### src/rtl/bosc_pkg.sv
`timescale 1ns / 1ps

package bosc_pkg;

	localparam int CHAN_W = 8;
	localparam int WEIGHT_W = CHAN_W + 1;

	// full-scale alpha and unit weight in 1/256 steps
	localparam logic [CHAN_W-1:0]   ALPHA_MAX = 8'hff;
	localparam logic [WEIGHT_W-1:0] WEIGHT_ONE = 9'd256;

	// number of quotient bits resolved in each divider stage
	localparam int DIV_BITS_PER_STAGE = 3;

	typedef struct packed {
		logic [CHAN_W-1:0] blue;
		logic [CHAN_W-1:0] green;
		logic [CHAN_W-1:0] red;
	} rgb_t;

	// after coverage: colors, coverage and output alpha
	typedef struct packed {
		rgb_t              src;
		rgb_t              tgt;
		logic              last;
		logic [CHAN_W-1:0] cov;
		logic [CHAN_W-1:0] oa;
	} alpha_st_t;

	// divider working word: partial remainder and quotient so far
	typedef struct packed {
		rgb_t                src;
		rgb_t                tgt;
		logic                last;
		logic [CHAN_W-1:0]   oa;
		logic [WEIGHT_W-1:0] rem;
		logic [WEIGHT_W-1:0] quo;
	} div_st_t;

	// composited pixel
	typedef struct packed {
		rgb_t              col;
		logic [CHAN_W-1:0] alpha;
		logic              last;
	} pixel_t;

endpackage

### src/rtl/bosc_pair_if.sv
`timescale 1ns / 1ps

// source and target pixel pair, one word per handshake
interface bosc_pair_if;
	logic       valid;
	logic       ready;
	logic [7:0] src_blue;
	logic [7:0] src_green;
	logic [7:0] src_red;
	logic [7:0] src_alpha;
	logic [7:0] tgt_blue;
	logic [7:0] tgt_green;
	logic [7:0] tgt_red;
	logic [7:0] tgt_alpha;
	logic       in_last;

	modport source(
		output valid, src_blue, src_green, src_red, src_alpha,
		output tgt_blue, tgt_green, tgt_red, tgt_alpha, in_last,
		input  ready
	);
	modport sink(
		input  valid, src_blue, src_green, src_red, src_alpha,
		input  tgt_blue, tgt_green, tgt_red, tgt_alpha, in_last,
		output ready
	);
endinterface

### src/rtl/bosc_pixel_if.sv
`timescale 1ns / 1ps

// composited pixel, one word per handshake
interface bosc_pixel_if;
	logic       valid;
	logic       ready;
	logic [7:0] out_blue;
	logic [7:0] out_green;
	logic [7:0] out_red;
	logic [7:0] out_alpha;
	logic       out_last;

	modport source(
		output valid, out_blue, out_green, out_red, out_alpha, out_last,
		input  ready
	);
	modport sink(
		input  valid, out_blue, out_green, out_red, out_alpha, out_last,
		output ready
	);
endinterface

### src/rtl/bgra_source_over_compositor.sv
`timescale 1ns / 1ps
// Source-over compositor for BGRA8 pixel pairs.
// Throughput: one pixel per cycle; six register stages (multiply, coverage,
// three divider stages at three quotient bits each, blend) with local stall.
// Reset: arst_n clears all stage valid bits at once; no other state.
module bgra_source_over_compositor (
	input  logic           clk,
	input  logic           arst_n,
	bosc_pair_if.sink      pixels,
	bosc_pixel_if.source   blended
);

	logic                valid_a;
	logic                ready_a;
	bosc_pkg::alpha_st_t data_a;
	logic                valid_d;
	logic                ready_d;
	bosc_pkg::div_st_t   data_d;
	bosc_pkg::pixel_t    px;
	bosc_pkg::rgb_t      src;
	bosc_pkg::rgb_t      tgt;

	assign src.blue  = pixels.src_blue;
	assign src.green = pixels.src_green;
	assign src.red   = pixels.src_red;
	assign tgt.blue  = pixels.tgt_blue;
	assign tgt.green = pixels.tgt_green;
	assign tgt.red   = pixels.tgt_red;

	bosc_alpha u_alpha (
		.clk       (clk),
		.arst_n    (arst_n),
		.in_valid  (pixels.valid),
		.in_ready  (pixels.ready),
		.in_src    (src),
		.in_tgt    (tgt),
		.in_sa     (pixels.src_alpha),
		.in_ta     (pixels.tgt_alpha),
		.in_last   (pixels.in_last),
		.out_valid (valid_a),
		.out_ready (ready_a),
		.out_data  (data_a)
	);

	bosc_div u_div (
		.clk       (clk),
		.arst_n    (arst_n),
		.in_valid  (valid_a),
		.in_ready  (ready_a),
		.in_data   (data_a),
		.out_valid (valid_d),
		.out_ready (ready_d),
		.out_data  (data_d)
	);

	bosc_blend u_blend (
		.clk       (clk),
		.arst_n    (arst_n),
		.in_valid  (valid_d),
		.in_ready  (ready_d),
		.in_data   (data_d),
		.out_valid (blended.valid),
		.out_ready (blended.ready),
		.out_data  (px)
	);

	assign blended.out_blue  = px.col.blue;
	assign blended.out_green = px.col.green;
	assign blended.out_red   = px.col.red;
	assign blended.out_alpha = px.alpha;
	assign blended.out_last  = px.last;

endmodule

### src/rtl/bosc_alpha.sv
`timescale 1ns / 1ps

// Stages 1-2: target coverage tgt_a*(255-src_a)/255 and output alpha.
module bosc_alpha (
	input  logic               clk,
	input  logic               arst_n,
	input  logic               in_valid,
	output logic               in_ready,
	input  bosc_pkg::rgb_t     in_src,
	input  bosc_pkg::rgb_t     in_tgt,
	input  logic [7:0]         in_sa,
	input  logic [7:0]         in_ta,
	input  logic               in_last,
	output logic               out_valid,
	input  logic               out_ready,
	output bosc_pkg::alpha_st_t out_data
);

	logic               valid_s1;
	bosc_pkg::rgb_t     src_s1;
	bosc_pkg::rgb_t     tgt_s1;
	logic [7:0]         sa_s1;
	logic               last_s1;
	logic [15:0]        prod_s1;

	logic               valid_s2;
	bosc_pkg::alpha_st_t st_s2;

	logic               adv_s1;
	logic               adv_s2;
	logic [15:0]        prod_c;
	logic [16:0]        div_sum;
	logic [7:0]         cov_c;
	logic [8:0]         oa_c;

	// a stage takes a new word when empty or when its word moves on
	assign adv_s2   = !valid_s2 || out_ready;
	assign adv_s1   = !valid_s1 || adv_s2;
	assign in_ready = adv_s1;

	// stage 1: coverage product
	assign prod_c = {8'd0, in_ta} * {8'd0, bosc_pkg::ALPHA_MAX - in_sa};

	always_ff @(posedge clk or negedge arst_n) begin
		if (!arst_n) begin
			valid_s1 <= 1'b0;
		end else if (adv_s1) begin
			valid_s1 <= in_valid;
		end
	end

	always_ff @(posedge clk) begin
		if (adv_s1 && in_valid) begin
			src_s1  <= in_src;
			tgt_s1  <= in_tgt;
			sa_s1   <= in_sa;
			last_s1 <= in_last;
			prod_s1 <= prod_c;
		end
	end

	// stage 2: exact floor(p/255) for p up to 255*255, then output alpha
	assign div_sum = {1'b0, prod_s1} + {9'd0, prod_s1[15:8]} + 17'd1;
	assign cov_c   = div_sum[15:8];
	assign oa_c    = {1'b0, sa_s1} + {1'b0, cov_c};

	always_ff @(posedge clk or negedge arst_n) begin
		if (!arst_n) begin
			valid_s2 <= 1'b0;
		end else if (adv_s2) begin
			valid_s2 <= valid_s1;
		end
	end

	always_ff @(posedge clk) begin
		if (adv_s2 && valid_s1) begin
			st_s2.src  <= src_s1;
			st_s2.tgt  <= tgt_s1;
			st_s2.last <= last_s1;
			st_s2.cov  <= cov_c;
			st_s2.oa   <= oa_c[7:0];
		end
	end

	assign out_valid = valid_s2;
	assign out_data  = st_s2;

	// reciprocal divide matches true floor division
	a_cov_exact: assert property (@(posedge clk) disable iff (!arst_n)
		valid_s1 |-> ({1'b0, cov_c} * 17'd255 <= {1'b0, prod_s1}) &&
		({1'b0, prod_s1} - {1'b0, cov_c} * 17'd255 < 17'd255))
		else $error("coverage quotient off");

	// output alpha cannot wrap
	a_oa_range: assert property (@(posedge clk) disable iff (!arst_n)
		valid_s1 |-> !oa_c[8])
		else $error("output alpha overflow");

endmodule

### src/rtl/bosc_div.sv
`timescale 1ns / 1ps

// Stages 3-5: restoring divider for w = cov*256/oa, three quotient bits a stage.
module bosc_div (
	input  logic                clk,
	input  logic                arst_n,
	input  logic                in_valid,
	output logic                in_ready,
	input  bosc_pkg::alpha_st_t in_data,
	output logic                out_valid,
	input  logic                out_ready,
	output bosc_pkg::div_st_t   out_data
);

	logic              valid_s3;
	logic              valid_s4;
	logic              valid_s5;
	bosc_pkg::div_st_t st_s3;
	bosc_pkg::div_st_t st_s4;
	bosc_pkg::div_st_t st_s5;

	logic              adv_s3;
	logic              adv_s4;
	logic              adv_s5;
	bosc_pkg::div_st_t init_c;

	// shift-compare-subtract; the first step of the word takes no shift
	function automatic bosc_pkg::div_st_t div_steps(bosc_pkg::div_st_t st, logic first);
		bosc_pkg::div_st_t nx;
		logic [8:0]        r;
		logic [8:0]        d;
		logic              qb;
		nx = st;
		d  = {1'b0, st.oa};
		r  = st.rem;
		for (int i = 0; i < bosc_pkg::DIV_BITS_PER_STAGE; i++) begin
			if (!(first && (i == 0)))
				r = {r[7:0], 1'b0};
			qb     = (r >= d);
			nx.quo = {nx.quo[7:0], qb};
			if (qb)
				r = r - d;
		end
		nx.rem = r;
		return nx;
	endfunction

	assign adv_s5   = !valid_s5 || out_ready;
	assign adv_s4   = !valid_s4 || adv_s5;
	assign adv_s3   = !valid_s3 || adv_s4;
	assign in_ready = adv_s3;

	// partial remainder starts at cov, which never exceeds oa
	always_comb begin
		init_c.src  = in_data.src;
		init_c.tgt  = in_data.tgt;
		init_c.last = in_data.last;
		init_c.oa   = in_data.oa;
		init_c.rem  = {1'b0, in_data.cov};
		init_c.quo  = '0;
	end

	// valid bits
	always_ff @(posedge clk or negedge arst_n) begin
		if (!arst_n) begin
			valid_s3 <= 1'b0;
			valid_s4 <= 1'b0;
			valid_s5 <= 1'b0;
		end else begin
			if (adv_s3) valid_s3 <= in_valid;
			if (adv_s4) valid_s4 <= valid_s3;
			if (adv_s5) valid_s5 <= valid_s4;
		end
	end

	// quotient bits 8..6, 5..3, 2..0
	always_ff @(posedge clk) begin
		if (adv_s3 && in_valid) st_s3 <= div_steps(init_c, 1'b1);
		if (adv_s4 && valid_s3) st_s4 <= div_steps(st_s3, 1'b0);
		if (adv_s5 && valid_s4) st_s5 <= div_steps(st_s4, 1'b0);
	end

	assign out_valid = valid_s5;
	assign out_data  = st_s5;

	// weight stays within 0..256
	a_w_range: assert property (@(posedge clk) disable iff (!arst_n)
		(valid_s5 && (st_s5.oa != 8'd0)) |-> (st_s5.quo <= bosc_pkg::WEIGHT_ONE))
		else $error("blend weight out of range");

	// final remainder is below the divisor
	a_rem_range: assert property (@(posedge clk) disable iff (!arst_n)
		(valid_s5 && (st_s5.oa != 8'd0)) |-> (st_s5.rem < {1'b0, st_s5.oa}))
		else $error("divider remainder not reduced");

endmodule

### src/rtl/bosc_blend.sv
`timescale 1ns / 1ps

// Stage 6: per-channel weighted mix and zero-alpha clear, output register.
module bosc_blend (
	input  logic              clk,
	input  logic              arst_n,
	input  logic              in_valid,
	output logic              in_ready,
	input  bosc_pkg::div_st_t in_data,
	output logic              out_valid,
	input  logic              out_ready,
	output bosc_pkg::pixel_t  out_data
);

	logic             valid_s6;
	bosc_pkg::pixel_t px_s6;
	bosc_pkg::pixel_t px_c;
	logic [8:0]       w;
	logic [8:0]       w_inv;

	// ((256-w)*s + w*t) >> 8, sum stays below 65536
	function automatic logic [7:0] mix(logic [8:0] wi, logic [8:0] wt,
		logic [7:0] s, logic [7:0] t);
		logic [16:0] acc;
		acc = {8'd0, wi} * {9'd0, s} + {8'd0, wt} * {9'd0, t};
		return acc[15:8];
	endfunction

	assign w     = in_data.quo;
	assign w_inv = bosc_pkg::WEIGHT_ONE - w;

	always_comb begin
		px_c.last = in_data.last;
		if (in_data.oa == 8'd0) begin
			px_c.col   = '0;
			px_c.alpha = '0;
		end else begin
			px_c.col.blue  = mix(w_inv, w, in_data.src.blue,  in_data.tgt.blue);
			px_c.col.green = mix(w_inv, w, in_data.src.green, in_data.tgt.green);
			px_c.col.red   = mix(w_inv, w, in_data.src.red,   in_data.tgt.red);
			px_c.alpha     = in_data.oa;
		end
	end

	assign in_ready = !valid_s6 || out_ready;

	always_ff @(posedge clk or negedge arst_n) begin
		if (!arst_n) begin
			valid_s6 <= 1'b0;
		end else if (in_ready) begin
			valid_s6 <= in_valid;
		end
	end

	always_ff @(posedge clk) begin
		if (in_ready && in_valid)
			px_s6 <= px_c;
	end

	assign out_valid = valid_s6;
	assign out_data  = px_s6;

	// transparent result carries no color
	a_zero_alpha: assert property (@(posedge clk) disable iff (!arst_n)
		(valid_s6 && (px_s6.alpha == 8'd0)) |-> (px_s6.col == '0))
		else $error("color left on transparent pixel");

endmodule
### src/flat_wrapper.sv
// flat-port wrapper written by rule: the top's interface ports become plain ports
module bgra_source_over_compositor_flat 
  (clk, arst_n, pixels_valid, pixels_src_blue, pixels_src_green, pixels_src_red, pixels_src_alpha, pixels_tgt_blue, pixels_tgt_green, pixels_tgt_red, pixels_tgt_alpha, pixels_in_last, pixels_ready, blended_valid, blended_out_blue, blended_out_green, blended_out_red, blended_out_alpha, blended_out_last, blended_ready);
  bosc_pair_if pixels_i ();
  bosc_pixel_if blended_i ();
  input  logic clk;
  input  logic arst_n;
  input wire logic [$bits(pixels_i.valid)-1:0] pixels_valid;
  input wire logic [$bits(pixels_i.src_blue)-1:0] pixels_src_blue;
  input wire logic [$bits(pixels_i.src_green)-1:0] pixels_src_green;
  input wire logic [$bits(pixels_i.src_red)-1:0] pixels_src_red;
  input wire logic [$bits(pixels_i.src_alpha)-1:0] pixels_src_alpha;
  input wire logic [$bits(pixels_i.tgt_blue)-1:0] pixels_tgt_blue;
  input wire logic [$bits(pixels_i.tgt_green)-1:0] pixels_tgt_green;
  input wire logic [$bits(pixels_i.tgt_red)-1:0] pixels_tgt_red;
  input wire logic [$bits(pixels_i.tgt_alpha)-1:0] pixels_tgt_alpha;
  input wire logic [$bits(pixels_i.in_last)-1:0] pixels_in_last;
  output wire logic [$bits(pixels_i.ready)-1:0] pixels_ready;
  output wire logic [$bits(blended_i.valid)-1:0] blended_valid;
  output wire logic [$bits(blended_i.out_blue)-1:0] blended_out_blue;
  output wire logic [$bits(blended_i.out_green)-1:0] blended_out_green;
  output wire logic [$bits(blended_i.out_red)-1:0] blended_out_red;
  output wire logic [$bits(blended_i.out_alpha)-1:0] blended_out_alpha;
  output wire logic [$bits(blended_i.out_last)-1:0] blended_out_last;
  input wire logic [$bits(blended_i.ready)-1:0] blended_ready;
  assign pixels_i.valid = pixels_valid;
  assign pixels_i.src_blue = pixels_src_blue;
  assign pixels_i.src_green = pixels_src_green;
  assign pixels_i.src_red = pixels_src_red;
  assign pixels_i.src_alpha = pixels_src_alpha;
  assign pixels_i.tgt_blue = pixels_tgt_blue;
  assign pixels_i.tgt_green = pixels_tgt_green;
  assign pixels_i.tgt_red = pixels_tgt_red;
  assign pixels_i.tgt_alpha = pixels_tgt_alpha;
  assign pixels_i.in_last = pixels_in_last;
  assign pixels_ready = pixels_i.ready;
  assign blended_valid = blended_i.valid;
  assign blended_out_blue = blended_i.out_blue;
  assign blended_out_green = blended_i.out_green;
  assign blended_out_red = blended_i.out_red;
  assign blended_out_alpha = blended_i.out_alpha;
  assign blended_out_last = blended_i.out_last;
  assign blended_i.ready = blended_ready;
  bgra_source_over_compositor u_core (.clk(clk), .arst_n(arst_n), .pixels(pixels_i), .blended(blended_i));
endmodule
### config.mk
export PLATFORM = sky130hd
export DESIGN_NAME = bgra_source_over_compositor_flat
export DESIGN_NICKNAME = d
export VERILOG_FILES = /design/src/rtl/bosc_pkg.sv /design/src/rtl/bosc_pair_if.sv /design/src/rtl/bosc_pixel_if.sv /design/src/rtl/bgra_source_over_compositor.sv /design/src/rtl/bosc_alpha.sv /design/src/rtl/bosc_div.sv /design/src/rtl/bosc_blend.sv /design/src/flat_wrapper.sv
export SDC_FILE = /design/constraint.sdc
export NUM_CORES = 2
export LEC_CHECK = 0
export BUFFER_PORTS_ARGS = -buffer_cell sky130_fd_sc_hd__clkbuf_2
export CAP_MARGIN = 20
export CORE_ASPECT_RATIO = 0.9
export CORE_MARGIN = 5
export CORE_UTILIZATION = 60
export CTS_CLUSTER_DIAMETER = 150
export DETAILED_ROUTE_END_ITERATION = 8
export PLACE_DENSITY = 0.83
export SLEW_MARGIN = 20
export SYNTH_ARGS = -nofsm -noshare
export SYNTH_HDL_FRONTEND = slang
export SYNTH_SLANG_ARGS = --single-unit
### constraint.sdc
create_clock -name clk -period 15.6 [get_ports clk]
set_input_delay 3.12 -clock clk [delete_from_list [all_inputs] [get_ports clk]]
set_output_delay 3.12 -clock clk [all_outputs]
set_load 0.1 [all_outputs]
==> impl_metrics.tcl <==
set metrics [dict create \
    cts_root_buf "clkbuf_16" \
    cts_buffer_depth 3 \
    synth_cell_types 64 \
    synthFlopType "edfxtp_1" \
    cts_hold_buf 0 \
    avgSynthCellArea_um2 11.5 \
    gr-total-overflow 0 \
    synth_area_um2 31100 \
    hold_viol 0 \
    hold_path.class "flop to flop" \
    critPathLaunchType "input port" \
    grt_use_total_pct 23.1 \
    die_h_um 226 \
    fill_cells 3703 \
    clock_latency_ns 0.58 \
    io_buffers 103 \
    cts_buffers 40 \
    die_w_um 250 \
    drt-total-wl_um 63500 \
    fin_crit_sh_pct 50.4 \
    final_nets 3516 \
    dr.pass1.iters 6 \
    ys_top_cells_by_area "edfxtp_1 36%, fa_1 23%, ha_1 12%" \
    tightest_slew_ns 1.03 \
    routed_via_density 5.55 \
    grt_max_degree 72 \
    clkTransAtPathRegs_ns 0.06 \
    max_freq_mhz 127 \
    grt_pass1_wl_um 106000 \
    route.detailed.drc 0 \
    io-pin-count 104 \
    end_kind "primary output" \
    num_antenna_cells 0 \
    htree_levels 2 \
    yosys_warnings 0 \
    rsz0062_at_grt "no" \
    drtIter0Drc 1462 \
    period_minus_slack_ns 7.87 \
    cts_setup_buffers 0 \
    wl_per_cell_um 18.1 \
    slew_headroom_pct 30.7 \
    final_max_slew_viol_count 0 \
    hold_slack_ns 0.412 \
    worst-path-max-fanout 7 \
    crit_type "input port to primary output" \
    coreArea_um2 51500 \
    grt_pass1_vias 21400 \
    syn_to_final_growth_pct 8.17 \
    start_util_pct 60.3 \
    setup_tns_ns 0 \
    critPathArrivalTime_ns 4.75 \
    drive_above_1_share_pct 8.67 \
    final-setup-viol-count 0 \
    antenna_left 0 \
    cap_violations 0 \
    dp_hpwl_um 47200 \
    synth-edff-count 376 \
    antenna_found_initial 0 \
    finClkSkew_ns 0.0191 \
    seq_area_frac_synth_pct 36.8 \
    dieArea_um2 56500 \
    synth_nets 3434 \
    clock_sinks 382 \
    outcome "completed" \
    post_cts_resized 0 \
    cts_tree "done" \
    synth_top_area_cell "edfxtp_1" \
    place.gp.congestion 0.897 \
    rows 79 \
    synthCells 2714 \
    synth-async-reset-ratio_pct 1.57 \
    via_count 19500 \
    synth_top_area_share_pct 36.3 \
    required_ns 12.48 \
    ys_ff_latch 382 \
]
[worst max-delay path, cell delays in order]
cell      delay (ns)
clkbuf_2        0.08
nor2b_1         0.65
nand3_1         0.20
nor2_1          0.16
nand3_1         0.13
clkbuf_2        0.39
[layout make-up]
type,count,area (um2),area share [%]
clock buffers,47,1030,3.06
well taps,688,861,2.56
flip-flops and latches,382,11400,34.0
repair buffers,126,688,2.05
inverters,494,1850,5.52
multi-input cells,1752,17500,52.0
clock inverters,26,260,0.774
[placed cells by master, fill, tap and decap left out, types with 5 or more instances in the layout]
master     netlist  layout
fa_1           359     359
nor2_1          94      93
nand2_1        230     230
dfrtp_1          6       6
o21a_1          26      26
a21o_1          19      19
nand3_1         22      22
clkbuf_2         0     103
clkbuf_1        66       7
nand2b_1        50      50
a21boi_0         6       5
nand4_1         14      14
mux2_2          26      26
nor2b_1         49      48
ha_1           292     292
a31oi_1          7       6
o31ai_1          8       8
o21ai_0         47      47
inv_1          492     492
a21oi_1         55      55
nor3_1          24      24
mux2_4           7       7
and2_1         243     240
o211ai_1         6       6
clkbuf_16        0      40
xor2_1          25      25
buf_4            2      23
clkinv_2         0       8
or2_2            5       5
edfxtp_1       376     376
clkinv_1         0       6
xnor2_1         84      84
or3_1            6       6
[state kept, by name, indices dropped and copies added (netlist names), 8 cells and up]
| name | cells |
|---|---|
| u_core.u_div.out_data | 66 |
| u_core.u_alpha.prod_s1 | 16 |
| u_core.u_blend.out_data | 33 |
| u_core.u_div.st_s3 | 68 |
| u_core.u_alpha.sa_s1 | 8 |
| u_core.u_div.st_s4 | 71 |
| u_core.u_alpha.tgt_s1 | 24 |
| u_core.u_alpha.out_data | 65 |
| u_core.u_alpha.src_s1 | 24 |
[kinds of logic after synthesis]
kind of cell	after synthesis	share of synthesized area [%]
muxes	35	1.38
xor gates and xnor gates	109	3.07
and+or+nand+nor	747	12.3
adders and majority gates	651	34.9
buffers and inverters	580	7.06
AOI/OAI and AO/OA	210	4.49
DFF	382	36.8
[synth_stat cells (all sizes together), types with 7 or more instances]
| cell type | number |
|---|---|
| nand2b | 50 |
| xnor2 | 84 |
| edfxtp | 376 |
| buf | 20 |
| a21oi | 57 |
| clkbuf | 66 |
| o21a | 26 |
| nand2 | 230 |
| and2 | 243 |
| a21o | 19 |
| a31oi | 7 |
| fa | 359 |
| nor3 | 24 |
| ha | 292 |
| o21ai | 47 |
| nor2b | 49 |
| nand4 | 14 |
| nor2 | 94 |
| xor2 | 25 |
| inv | 494 |
| nand3 | 22 |
| mux2 | 33 |
| o31ai | 10 |
[metal layers]
layer  global-route usage, %  up-vias  wire [um]
li1                        -     8884          -
met1                    30.1     9709      25300
met2                    39.6      745      31200
met3                    3.77      158       4540
met4                    8.92        0       2500
met5                       0        -          0
[stage by stage]
step / instances / util (%) / setup WS (ns) / area [um2]
2_1_floorplan: 2714 / - / 6.98 / 31100
3_3_place_gp: 3442 / 62.8 / 7.84 / 32300
3_5_place_dp: 3442 / 62.8 / 7.81 / 32300
4_1_cts: 3515 / 65.3 / 7.74 / 33600
5_1_grt: 3515 / 65.3 / 7.37 / 33600
6_report: 3515 / 65.3 / 7.73 / 33600
[worst paths after layout]
| path | startpoint | endpoint | slack [ns] | cells after the start |
|---|---|---|---|---|
| worst max-delay path | blended_ready | pixels_ready | 7.73 | 6 |
| min in group asynchronous | arst_n | u_core.u_alpha.out_valid | 2.36 | 1 |
| worst min register to register | u_core.u_alpha.src_s1[1] | u_core.u_alpha.out_data[42] | 0.41 | 0 |
| worst min-delay path | u_core.u_alpha.src_s1[1] | u_core.u_alpha.out_data[42] | 0.41 | 0 |
| worst max register to register | u_core.u_div.out_data[0] | u_core.u_blend.out_data[24] | 7.92 | 25 |
| max in group asynchronous | arst_n | u_core.u_div.out_valid | 13.08 | 1 |
Power is left out: the tool's default activity adds up to more than one toggle a clock period on the data nets, which glitch-free logic cannot reach.
